--- src/design/calendar_date_up_down_counter_top_macros.svh ---
// ---------------------------------------------------------------------------
// Assertion macros for the calendar date counter
// Clocked, reset-qualified implication checks used by the top-level RTL file.
// ---------------------------------------------------------------------------
`ifndef CALENDAR_DATE_UP_DOWN_COUNTER_TOP_MACROS_SVH
`define CALENDAR_DATE_UP_DOWN_COUNTER_TOP_MACROS_SVH

// same-cycle implication
`define CDDC_ASSERT_NOW(label, clk, rst_n, ante, cons) \
	label: assert property (@(posedge clk) disable iff (!rst_n) (ante) |-> (cons)) \
		else $error("calendar date counter check failed");

// next-cycle implication
`define CDDC_ASSERT_NEXT(label, clk, rst_n, ante, cons) \
	label: assert property (@(posedge clk) disable iff (!rst_n) (ante) |=> (cons)) \
		else $error("calendar date counter check failed");

`endif

--- src/design/cddc_pkg.sv ---
// ---------------------------------------------------------------------------
// Calendar date counter package
// Beat and date types, op codes, the reset date and the month length function.
// ---------------------------------------------------------------------------
`default_nettype none

package cddc_pkg;

	localparam logic [1:0] OP_FWD  = 2'd0;
	localparam logic [1:0] OP_BACK = 2'd1;
	localparam logic [1:0] OP_LOAD = 2'd2;

	localparam logic [4:0]  RESET_DAY   = 5'd1;
	localparam logic [3:0]  RESET_MONTH = 4'd1;
	localparam logic [15:0] RESET_YEAR  = 16'd2000;
	localparam logic [3:0]  LAST_MONTH  = 4'd12;

	typedef struct packed {
		logic [1:0]  op;
		logic [15:0] load_year;
		logic [3:0]  load_month;
		logic [4:0]  load_day;
	} in_t;

	typedef struct packed {
		logic [4:0]  cur_day;
		logic [3:0]  cur_month;
		logic [15:0] cur_year;
		logic        load_rejected;
	} out_t;

	typedef struct packed {
		logic [4:0]  day;
		logic [3:0]  month;
		logic [15:0] year;
	} date_t;

	// Days in month m of year y; zero for a month outside 1..12.
	function automatic logic [4:0] month_len(input logic [3:0] m, input logic [15:0] y);
		logic [4:0] len;
		case (m) inside
			4'd2:                                    len = (y[1:0] == 2'b00) ? 5'd29 : 5'd28;
			4'd4, 4'd6, 4'd9, 4'd11:                 len = 5'd30;
			4'd1, 4'd3, 4'd5, 4'd7, 4'd8, 4'd10, 4'd12: len = 5'd31;
			default:                                 len = 5'd0;
		endcase
		return len;
	endfunction

endpackage

`default_nettype wire

--- src/design/cddc_next_date.sv ---
// ---------------------------------------------------------------------------
// Calendar date next-state logic
// Steps the date one day either way, checks and applies a load, or holds.
// ---------------------------------------------------------------------------
`default_nettype none

module cddc_next_date (
	input  cddc_pkg::date_t cur,
	input  cddc_pkg::in_t   item,
	output cddc_pkg::date_t nxt,
	output logic            rejected
);
	import cddc_pkg::*;

	logic [4:0] cur_len;
	logic [3:0] back_month;
	logic [15:0] back_year;
	logic [4:0] load_len;

	assign cur_len  = month_len(cur.month, cur.year);
	assign load_len = month_len(item.load_month, item.load_year);

	// month/year after backing out of the first day of a month
	always_comb begin
		if (cur.month <= 4'd1) begin
			back_month = LAST_MONTH;
			back_year  = cur.year - 16'd1;
		end else begin
			back_month = cur.month - 4'd1;
			back_year  = cur.year;
		end
	end

	always_comb begin
		nxt      = cur;
		rejected = 1'b0;
		case (item.op)
			OP_FWD: begin
				if (cur.day >= cur_len) begin
					nxt.day = 5'd1;
					if (cur.month >= LAST_MONTH) begin
						nxt.month = 4'd1;
						nxt.year  = cur.year + 16'd1;
					end else begin
						nxt.month = cur.month + 4'd1;
					end
				end else begin
					nxt.day = cur.day + 5'd1;
				end
			end
			OP_BACK: begin
				if (cur.day <= 5'd1) begin
					nxt.month = back_month;
					nxt.year  = back_year;
					nxt.day   = month_len(back_month, back_year);
				end else begin
					nxt.day = cur.day - 5'd1;
				end
			end
			OP_LOAD: begin
				if (load_len == 5'd0 || item.load_day == 5'd0 || item.load_day > load_len) begin
					rejected = 1'b1;
				end else begin
					nxt.day   = item.load_day;
					nxt.month = item.load_month;
					nxt.year  = item.load_year;
				end
			end
			default: begin
				// unused op: hold the date
				nxt = cur;
			end
		endcase
	end

endmodule

`default_nettype wire

--- src/design/calendar_date_up_down_counter_top.sv ---
// ---------------------------------------------------------------------------
// Calendar date up/down counter
// Keeps a day/month/year that steps one day forward or back, or loads.
// ---------------------------------------------------------------------------
//  channel | ports                          | beat
//  --------+--------------------------------+------------------------------
//  in      | in_valid, in_ready, in_data    | op, load_year/month/day
//  out     | out_valid, out_ready, out_data | cur_day/month/year, rejected
//
//  One beat in per cycle while out_ready stays high; each beat gives one result beat.
//  Each beat passes the input register, then the next-date logic feeds
//  the date register and the result register together.
//  Reset sets the date to 1/1/2000 and empties both registers.
//  A stalled output holds the input register; in_ready drops only when
//  both registers are full and out_ready is low.
// ---------------------------------------------------------------------------
`default_nettype none
`include "calendar_date_up_down_counter_top_macros.svh"

module calendar_date_up_down_counter_top (
	input  logic           clk,
	input  logic           arst_n,
	input  logic           in_valid,
	output logic           in_ready,
	input  cddc_pkg::in_t  in_data,
	output logic           out_valid,
	input  logic           out_ready,
	output cddc_pkg::out_t out_data
);
	import cddc_pkg::*;

	logic  valid_s1;
	in_t   item_s1;
	date_t date_q;
	date_t date_nxt;
	logic  rejected;
	logic  advance;
	logic  valid_s2;
	out_t  result_s2;

	assign advance  = valid_s1 && (!valid_s2 || out_ready);
	assign in_ready = !valid_s1 || advance;

	always_ff @(posedge clk or negedge arst_n) begin
		if (!arst_n) begin
			valid_s1 <= 1'b0;
		end else if (in_ready) begin
			valid_s1 <= in_valid;
		end
	end

	always_ff @(posedge clk) begin
		if (in_valid && in_ready) begin
			item_s1 <= in_data;
		end
	end

	cddc_next_date u_next (
		.cur      (date_q),
		.item     (item_s1),
		.nxt      (date_nxt),
		.rejected (rejected)
	);

	always_ff @(posedge clk or negedge arst_n) begin
		if (!arst_n) begin
			date_q <= '{day: RESET_DAY, month: RESET_MONTH, year: RESET_YEAR};
		end else if (advance) begin
			date_q <= date_nxt;
		end
	end

	always_ff @(posedge clk or negedge arst_n) begin
		if (!arst_n) begin
			valid_s2 <= 1'b0;
		end else if (advance) begin
			valid_s2 <= 1'b1;
		end else if (out_ready) begin
			valid_s2 <= 1'b0;
		end
	end

	always_ff @(posedge clk) begin
		if (advance) begin
			result_s2 <= '{cur_day: date_nxt.day, cur_month: date_nxt.month,
				cur_year: date_nxt.year, load_rejected: rejected};
		end
	end

	assign out_valid = valid_s2;
	assign out_data  = result_s2;

	`CDDC_ASSERT_NOW(a_date_legal, clk, arst_n, 1'b1,
		date_q.month >= 4'd1 && date_q.month <= LAST_MONTH && date_q.day >= 5'd1
		&& date_q.day <= month_len(date_q.month, date_q.year))
	`CDDC_ASSERT_NOW(a_out_tracks_date, clk, arst_n, valid_s2,
		out_data.cur_day == date_q.day && out_data.cur_month == date_q.month
		&& out_data.cur_year == date_q.year)
	`CDDC_ASSERT_NEXT(a_hold_s1, clk, arst_n, valid_s1 && !advance,
		valid_s1 && $stable(item_s1))
	`CDDC_ASSERT_NEXT(a_step_no_reject, clk, arst_n, advance && item_s1.op != OP_LOAD,
		!out_data.load_rejected)

endmodule

`default_nettype wire
--- config.mk ---
export PLATFORM = sky130hd
export DESIGN_NAME = calendar_date_up_down_counter_top
export DESIGN_NICKNAME = d
export VERILOG_FILES = /design/src/design/cddc_pkg.sv /design/src/design/cddc_next_date.sv /design/src/design/calendar_date_up_down_counter_top.sv
export VERILOG_INCLUDE_DIRS = /design/src /design/src/design
export SDC_FILE = /design/constraint.sdc
export NUM_CORES = 1
export LEC_CHECK = 0
export ABC_CLOCK_PERIOD_IN_PS = 4800
export BUFFER_PORTS_ARGS = -buffer_cell sky130_fd_sc_hd__buf_2
export CORE_UTILIZATION = 40
export DETAILED_ROUTE_END_ITERATION = 6
export HOLD_SLACK_MARGIN = 0.02
export PLACE_DENSITY = 0.56
export SLEW_MARGIN = 20
export SYNTH_ARGS = -nofsm -noshare
export SYNTH_HDL_FRONTEND = slang
export SYNTH_HIERARCHICAL = 1
export SYNTH_SLANG_ARGS = --single-unit
--- constraint.sdc ---
create_clock -name clk -period 4.8 [get_ports clk]
set_clock_uncertainty 0.05 [all_clocks]
set_input_delay 0.48 -clock clk [delete_from_list [all_inputs] [get_ports clk]]
set_output_delay 0.48 -clock clk [all_outputs]
set_load 0.03 [all_outputs]
==> results of run 1 <==
## sequential cells by signal (all words and copies together), names as in the netlist
name       cells
valid_s1       1
out_data      26
item_s1       27
date_q        25
out_valid      1
## logic make-up after synthesis
logic type | Yosys count | synth area share [%]
DFF | 80 | 41.7
buffers and inverters | 52 | 4.42
muxes | 43 | 9.82
adders and majority gates | 20 | 4.58
and+or+nand+nor | 167 | 17.2
xor gates and xnor gates | 25 | 4.01
AOI/OAI and AO/OA | 130 | 18.3
## worst reg2reg max path, stage by stage, from the launching register on
cell      delay [ps]
dfstp_2          710
inv_1            170
ha_1             270
or2_2            330
a21boi_0         140
o22ai_1          140
nor2_1            60
a31oi_1          200
ha_1             250
nand2b_1         150
a31oi_2          360
o21a_1           320
nor2_1           100
xnor2_1          130
a221oi_1         520
mux2_4           240
## cell type report
type	instances	area [sq um]	share of cell area (%)
clock buffers	11	243	3.95
clock inverters	5	56.3	0.915
inverters	17	63.8	1.04
multi-input cells	385	2950	47.9
flip-flops and latches	80	2280	37.0
well taps	176	220	3.58
repair buffers	65	343	5.57
## power by group
group	internal [mW]	switching, mW
combinational	0.736	1.03
sequential	0.969	0.317
clock	0.417	0.291
## synth_stat cells, drive strengths merged, types with 18 or more instances
cell | instances | share of area [%]
a21oi | 21 | 1.9
clkbuf | 18 | 1.3
dfrtp | 19 | 8.7
edfxtp | 53 | 29
ha | 20 | 4.6
mux2 | 28 | 7.1
nand2 | 33 | 2.4
nand3 | 22 | 2.1
nor2 | 34 | 2.5
nor3 | 20 | 2.5
o21ai | 23 | 2.2
## path summary, 6_finish.rpt
check | startpoint | end | slack [ps] | depth (start not counted)
min in group clk | in_data[7] | item_s1[7] | 250 | 1
setup / recovery | date_q[16] | date_q[3] | 580 | 15
hold / removal | arst_n | date_q[23] | 160 | 1
max in group asynchronous | arst_n | date_q[22] | 4040 | 1
hold reg to reg | valid_s1 | out_valid | 500 | 1
setup reg to reg | date_q[16] | date_q[3] | 580 | 15
## layer usage
| metal | vias up | wire length (microns) | track usage (%) |
|---|---|---|---|
| met3 | 21 | 579 | 2.87 |
| met2 | 132 | 6430 | 32.7 |
| li1 | 2055 | - | - |
| met5 | - | 0 | 0 |
| met1 | 2153 | 7370 | 32.5 |
| met4 | 0 | 301 | 9.18 |
## stage by stage
stage          worst slack, ps  std cells
2_1_floorplan             1120        517
3_3_place_gp               799        723
3_5_place_dp               665        723
4_1_cts                    641        739
5_1_grt                    334        739
6_report                   585        739
==> out/metrics.cfg, run 1 <==
[grt]
track_usage_pct = 22.1
overflow = 0
first_global_vias = 4199
grt_antenna_before_repair = 0
grt_pass1_wl_microns = 23800
grt_max_degree = 50

[routing]
first_pass_iters = 4
wl_per_cell_microns = 19.9
drc = 0
drt_iter0_drc = 279
finalWirelength_microns = 14700
ant_nets = 0
viasPerCell = 5.90
vias = 4361

[hold_path]
hold_class = input pin to asynchronous set/reset pin

[cells_and_area]
fill_cells = 1251
mostFrequentLayoutCells = buf_2, edfxtp_1, nor2_1
areaGrowthSynthToFinish_pct = 12.5
layout_commonest_cell = buf_2
utilization_pct = 46.3
postLayoutCellArea_sq_um = 6150
num_antenna_cells = 0
num-nets-final = 609
drive_gt1_share_pct = 26.8

[die]
core-area_sq_um = 13300
fp.dieW_microns = 119
io_pins = 59
fp-row-count = 42
dieHeight_microns = 119
initial_core_util_pct = 41.1
dieArea_sq_um = 14100

[setup_path]
path_max_fanout = 17
critPathArrivalTime_ps = 4460
worstSetupStartpointType = flip-flop
critPathSlowestCell = dfstp_2
endpoint_kind = flip-flop
crit_required_ps = 5040
slowest_delay_ps = 710
path_class = flip-flop to flip-flop
cp_cell_sequence = inv_1 > ha_1 > or2_2 > a21boi_0 > o22ai_1 > nor2_1 > a31oi_1 > ha_1 > nand2b_1 > a31oi_2 > o21a_1 > nor2_1 > xnor2_1 > a221oi_1 > mux2_4
cp_top_family = compound AO/OA/AOI/OAI gates
crit_buf_inv = 1

[cts]
cts_made_buffers = 9
cts.repair.resized = 0
tritoncts = done
cts-root-buf = clkbuf_16
insertion_delay_ps = 350
hold_buffers = 0
cts_setup_buffers = 0
clkSlewWorstSetupHoldPaths_ps = 70
cts.sinks = 80
clock_path_buffers = 2
h-tree-depth = 3

[timing]
max_clock_freq_ghz = 0.237
grt_setup_unrepaired = no
tightest_slew_ps = 1080
hold_slack_ps = 161
finalHoldViolCount = 0
period_needed_ps = 4220
slew_violations = 0
setup_viol = 0
fin_crit_sh_pct = 87.8
max_slew_margin_pct = 27.9
tns_ps = 0

[placement]
portBuffers = 58
hpwl_microns = 9990
place_area_sq_um = 5850
place_congestion = 0.884

[synth]
yosysUniqueCellTypes = 84
synthFlopType = edfxtp_1
synth_cells = 517
async_reset_ff_share_pct = 33.8
syn_nets = 568
avgSynthCellArea_sq_um = 10.6
synth_edf_count = 53
ys_seq_area_share_pct = 41.7
yosysWarnings = 6
synth_area_sq_um = 5470
ys_ff_latch = 80

[job]
maxCapViolations = 0

[power_and_ir_drop]
powerDensity_nw_per_um2 = 611
peakVddDrop_mv = 0.242
leakagePower_nw = 2.38
total_power_mw = 3.76

[outcome]
status = finished clean

(Power assumes the default switching activity.)
==> run 2: changes to the inputs <==
ABC_CLOCK_PERIOD_IN_PS = 3900   (was 4800)
clock period = 3.9 ns   (was 4.8 ns; I/O delays follow)
==> out/metrics.cfg, run 2 (synthesis results as in run 1) <==
[timing]
period_needed_ps = 3630  ; -590 ps
setup_viol = 0  ; unchanged
finalHoldViolCount = 0  ; unchanged
fin_crit_sh_pct = 93.0  ; +5.1 points
tns_ps = 0  ; unchanged
tightest_slew_ps = 1080  ; +0.602 ps
max_clock_freq_ghz = 0.276  ; +16%
max_slew_margin_pct = 27.9  ; -0.040 points
slew_violations = 0  ; unchanged
grt_setup_unrepaired = no

[die]
core-area_sq_um = 13300  ; unchanged
fp-row-count = 42  ; unchanged
dieArea_sq_um = 14100  ; unchanged
initial_core_util_pct = 41.1  ; unchanged
io_pins = 59  ; unchanged
dieHeight_microns = 119  ; unchanged
fp.dieW_microns = 119  ; unchanged

[routing]
ant_nets = 0  ; unchanged
wl_per_cell_microns = 20.0  ; +0.71%
vias = 4469  ; +2.5%
finalWirelength_microns = 15100  ; +2.6%
first_pass_iters = 5  ; +1
drt_iter0_drc = 326  ; +17%
viasPerCell = 5.93  ; +0.57%
drc = 0  ; unchanged

[grt]
first_global_vias = 4274  ; +1.8%
grt_max_degree = 44  ; -12%
track_usage_pct = 22.3  ; +0.18 points
grt_pass1_wl_microns = 23800  ; -0.23%
overflow = 0  ; unchanged
grt_antenna_before_repair = 0  ; unchanged

[job]
maxCapViolations = 0  ; unchanged

[setup_path]
path_class = flip-flop to flip-flop
crit_required_ps = 4080  ; -960 ps
worstSetupStartpointType = flip-flop
reg2reg_to = date_q[17]
cp-startpoint = date_q[16]
r2r-start = date_q[16]
reg2reg_slack_ps = 270  ; -310 ps
endpoint_kind = flip-flop
r2r_cells = 16  ; +1
critPathArrivalTime_ps = 3810  ; -650 ps
endpoint = date_q[17]
path_max_fanout = 5  ; -12

[placement]
hpwl_microns = 10400  ; +4.1%
place_congestion = 0.891  ; +0.70%
portBuffers = 58  ; unchanged

[cells_and_area]
areaGrowthSynthToFinish_pct = 15.5
num_antenna_cells = 0  ; unchanged
fill_cells = 1240  ; -0.88%
layout_commonest_cell = buf_2
largest_reg_flops = 27  ; unchanged
num-nets-final = 623  ; +2.3%
drive_gt1_share_pct = 29.5  ; +2.6 points
largest-register = item_s1
utilization_pct = 47.5  ; +1.2 points
mostFrequentLayoutCells = buf_2, edfxtp_1, nor2_1

[outcome]
status = finished clean

[cts]
hold_buffers = 0  ; unchanged
cts-root-buf = clkbuf_16
clkSlewWorstSetupHoldPaths_ps = 60  ; about the same
h-tree-depth = 3  ; unchanged
clock_path_buffers = 2  ; unchanged
tritoncts = done
insertion_delay_ps = 350  ; about the same
cts_made_buffers = 9  ; unchanged
cts.sinks = 80  ; unchanged

[power_and_ir_drop]
leakagePower_nw = 2.47  ; +3.6%
powerDensity_nw_per_um2 = 771  ; +26%
peakVddDrop_mv = 0.328  ; +35%

[hold_path]
hold_class = input pin to asynchronous set/reset pin

run 2: final cells by class:
class / instances / area, sq um / share of cell area (%)
clock buffers: 10 / 239 / 3.79
clock inverters: 6 / 90.1 / 1.43
inverters: 17 / 63.8 / 1.01
multi-input cells: 385 / 2960 / 46.9
flip-flops and latches: 80 / 2280 / 36.1
well taps: 176 / 220 / 3.49
repair buffers: 79 / 460 / 7.29
run 2: worst min path at each step:
| stage | from | to | cells past startpoint |
|---|---|---|---|
| finish | arst_n | valid_s1 | 1 |
| global route | arst_n | date_q[14] | 1 |
| CTS | arst_n | valid_s1 | 1 |
| detailed placement | arst_n | date_q[14] | 1 |
| global placement | arst_n | date_q[12] | 1 |
| floorplan | arst_n | date_q[0] | 0 |
run 2: timing repair:
action	CTS	global route
buffers inserted	0	1
gates resized for setup	0	5
endpoints found under the setup margin	0	7
hold endpoints to repair	0	0
run 2: power by group:
part           total (mW)  switching (mW)  internal (mW)
clock               0.937           0.356          0.581
sequential           1.54           0.352           1.19
combinational        2.38            1.37           1.02
total                4.87            2.08           2.79
run 2: metrics by stage:
stage	cells	instance area (sq um)	setup slack (ps)	hold slack (ps)	power, mW
global route	753	6310	14.6	109	5.17
finish	753	6310	275	65.2	4.87
CTS	752	6290	94.7	81.7	4.83
global placement	736	5960	133	448	3.84
detailed placement	736	5960	115	455	3.87
floorplan	517	5470	219	44.4	3.21
run 2: worst max-delay path, stage by stage, from the launching register on:
cell and delay [ps]:
dfstp_2 560, inv_1 60, ha_1 250, or2_2 330, a21boi_0 140, o22ai_1 140
nor2_1 60, a31oi_1 160, ha_1 250, nand2b_1 150, a31oi_2 200, buf_4 170
o21a_1 250, o311ai_0 160, mux2i_1 150, a211oi_1 80, mux2_4 340
run 2: per-layer routing:
metal / track usage (%) / vias up / wire [microns]
met5: 0 / - / 0
met1: 31.8 / 2158 / 7090
li1: - / 2087 / -
met4: 10.8 / 0 / 417
met2: 32.6 / 190 / 6580
met3: 3.98 / 34 / 981
==> run 3: changes to the inputs <==
BUFFER_PORTS_ARGS = default   (was -buffer_cell sky130_fd_sc_hd__buf_2)
CELL_PAD_IN_SITES_DETAIL_PLACEMENT = 0   (was default)
CELL_PAD_IN_SITES_GLOBAL_PLACEMENT = 2   (was default)
DONT_BUFFER_PORTS = 1   (was default)
PLACE_DENSITY = 0.75   (was 0.56)
REMOVE_ABC_BUFFERS = 1   (was default)
==> out/metrics.cfg, run 3 (synthesis results as in run 1) <==
[routing]
drc = 0  ; unchanged
viasPerCell = 5.88  ; -0.99%
finalWirelength_microns = 15600  ; +3.4%
wl_per_cell_microns = 22.0  ; +9.8%
m1WireLength_microns = 7050  ; -0.47%
highest-signal-layer = met4
vias = 4166  ; -6.8%
met3_length_microns = 589  ; -40%
first_pass_iters = 5  ; unchanged
wl_met2_microns = 7560  ; +15%
drt_iter0_drc = 265  ; -19%
ant_nets = 0  ; unchanged

[timing]
grt_setup_unrepaired = no
worst_slack_ps = 227  ; -47.7 ps
setup_viol = 0  ; unchanged
period_needed_ps = 3670  ; +47.7 ps
max_slew_margin_pct = 38.9  ; +11 points
slew_violations = 0  ; unchanged
finalHoldViolCount = 0  ; unchanged
max_clock_freq_ghz = 0.272  ; -1.3%
fin_crit_sh_pct = 94.2  ; +1.2 points
hold_slack_ps = 89.8  ; +24.6 ps
tns_ps = 0  ; unchanged
tightest_slew_ps = 913  ; -165 ps

[cts]
cts-root-buf = clkbuf_16
insertion_delay_ps = 340  ; about the same
cts_setup_buffers = 0  ; unchanged
clock_path_buffers = 2  ; unchanged
tritoncts = done
h-tree-depth = 3  ; unchanged
cts_made_buffers = 9  ; unchanged
cts.sinks = 80  ; unchanged
clkSlewWorstSetupHoldPaths_ps = 60  ; about the same

[power_and_ir_drop]
p_seq_share_pct = 34.1  ; +2.4 points
peakVddDrop_mv = 0.334  ; +1.9%
internal-power_mw = 2.82  ; +0.93%
leakagePower_nw = 2.32  ; -6.2%
powerDensity_nw_per_um2 = 794  ; +3.0%
total_power_mw = 4.86  ; about the same
power.switching_mw = 2.05  ; -1.4%
switching_share_pct = 42.1  ; -0.56 points
power.share.combinational_pct = 47.0  ; -2.0 points
pwr-share-clk_pct = 18.8  ; -0.5 points

[cells_and_area]
instances_no_fill = 709  ; -5.8%
ff_latch_area_sq_um = 2280  ; unchanged
num_antenna_cells = 0  ; unchanged
num-nets-final = 579  ; -7.1%
fill_cells = 1248  ; +0.65%
drive_gt1_share_pct = 22.7  ; -6.8 points
areaGrowthSynthToFinish_pct = 12.1
layout_commonest_cell = edfxtp_1
largest_reg_flops = 27  ; unchanged
multi_input_area_sq_um = 2950  ; -0.30%
mostFrequentLayoutCells = edfxtp_1, nor2_1, buf_4
largest-register = item_s1

[die]
dieArea_sq_um = 14100  ; unchanged
core-area_sq_um = 13300  ; unchanged
fp.dieW_microns = 119  ; unchanged
dieHeight_microns = 119  ; unchanged
initial_core_util_pct = 41.1  ; unchanged
io_pins = 59  ; unchanged
fp-row-count = 42  ; unchanged

[setup_path]
cp_cell_sequence = inv_1 > ha_1 > or2_2 > a21boi_0 > o22ai_1 > nor2_1 > a31oi_1 > ha_1 > nand2b_1 > a31oi_2 > buf_4 > o21a_1 > nor3_2 > xnor2_1 > a222oi_1 > mux2_4
slowest_delay_ps = 560  ; about the same
reg2reg_to = date_q[5]
cp_common_cell = ha_1
r2r-start = date_q[16]
r2r_cells = 16  ; unchanged
critPathArrivalTime_ps = 3900  ; +90 ps
reg2reg_slack_ps = 230  ; -50 ps
path_class = flip-flop to flip-flop
path_max_fanout = 4  ; -1
endpoint_kind = flip-flop
critPathSlowestCell = dfstp_2
crit_required_ps = 4130  ; +50 ps
worstSetupStartpointType = flip-flop

[hold_path]
min_from = in_data[7]
min_to = item_s1[7]
hold_class = input pin to flip-flop
whs_path_depth = 0

[placement]
portBuffers = 0  ; -100%
place_congestion = 0.846  ; -5.0%
hpwl_microns = 10900  ; +4.8%
place_ws_ps = 212  ; +96.9 ps
dp_cells = 691  ; -6.1%

[grt]
track_usage_pct = 23.1  ; +0.78 points
grt_antenna_before_repair = 0  ; unchanged
overflow = 0  ; unchanged
grt_max_degree = 28  ; -36%
grt_pass1_wl_microns = 24500  ; +3.2%
first_global_vias = 4213  ; -1.4%

[outcome]
status = finished clean

[job]
maxCapViolations = 0  ; unchanged

==> run 3: worst max-delay path by stage <==
stage / startpoint / endpoint / slack, ps / cells past startpoint
6_report: date_q[16] / date_q[5] / 230 / 16
5_1_grt: date_q[16] / date_q[5] / 40 / 16
4_1_cts: date_q[16] / date_q[3] / 140 / 16
3_5_place_dp: date_q[16] / date_q[3] / 210 / 16
3_3_place_gp: date_q[16] / date_q[3] / 270 / 16
2_1_floorplan: date_q[16] / date_q[16] / 270 / 15
==> run 3: timing repair <==
action                                  CTS  global route
endpoints found under the setup margin    0             2
hold buffers                              2             0
hold endpoints to repair                 27             0
resized for setup                         0             1
==> run 3: final cells by class <==
cell class	count	share of cell area, %
Multi-Input combinational cell	385	48.2
Clock buffer	11	3.96
Timing Repair Buffer	35	4.74
Inverter	17	1.04
Sequential cell	80	37.2
Clock inverter	5	1.29
Tap cell	176	3.59
==> run 3: per-layer routing <==
layer / vias to the layer above / global-route usage (%)
li1: 1992 / -
met2: 114 / 37.4
met5: - / 0
met1: 2037 / 30.3
met4: 0 / 10.2
met3: 23 / 3.88
==> run 3: per-stage QoR <==
stage	util [%]	cell area, sq um
6_report	46.1	6130
5_1_grt	46.1	6130
4_1_cts	46.0	6120
3_5_place_dp	43.4	5770
3_3_place_gp	43.4	5770
2_1_floorplan	-	5290
==> run 3: power groups by stage <==
stage / registers [mW] / clock network (mW) / logic (mW)
after floorplan: 1.63 / 0 / 1.50
after global placement: 1.67 / 0 / 2.24
after detailed placement: 1.68 / 0 / 2.25
after CTS: 1.66 / 0.943 / 2.27
after global routing: 1.71 / 0.970 / 2.50
final: 1.66 / 0.915 / 2.29
==> run 3: worst max-delay path, delay by kind of cell, from the launching register on <==
family / cells / cell delay, ps
compound gates: 6 / 1330
simple gates: 4 / 630
fa+ha+maj: 2 / 460
mux: 1 / 220
xor+xnor: 1 / 140
buf+inv: 2 / 240
flops: 1 / 560
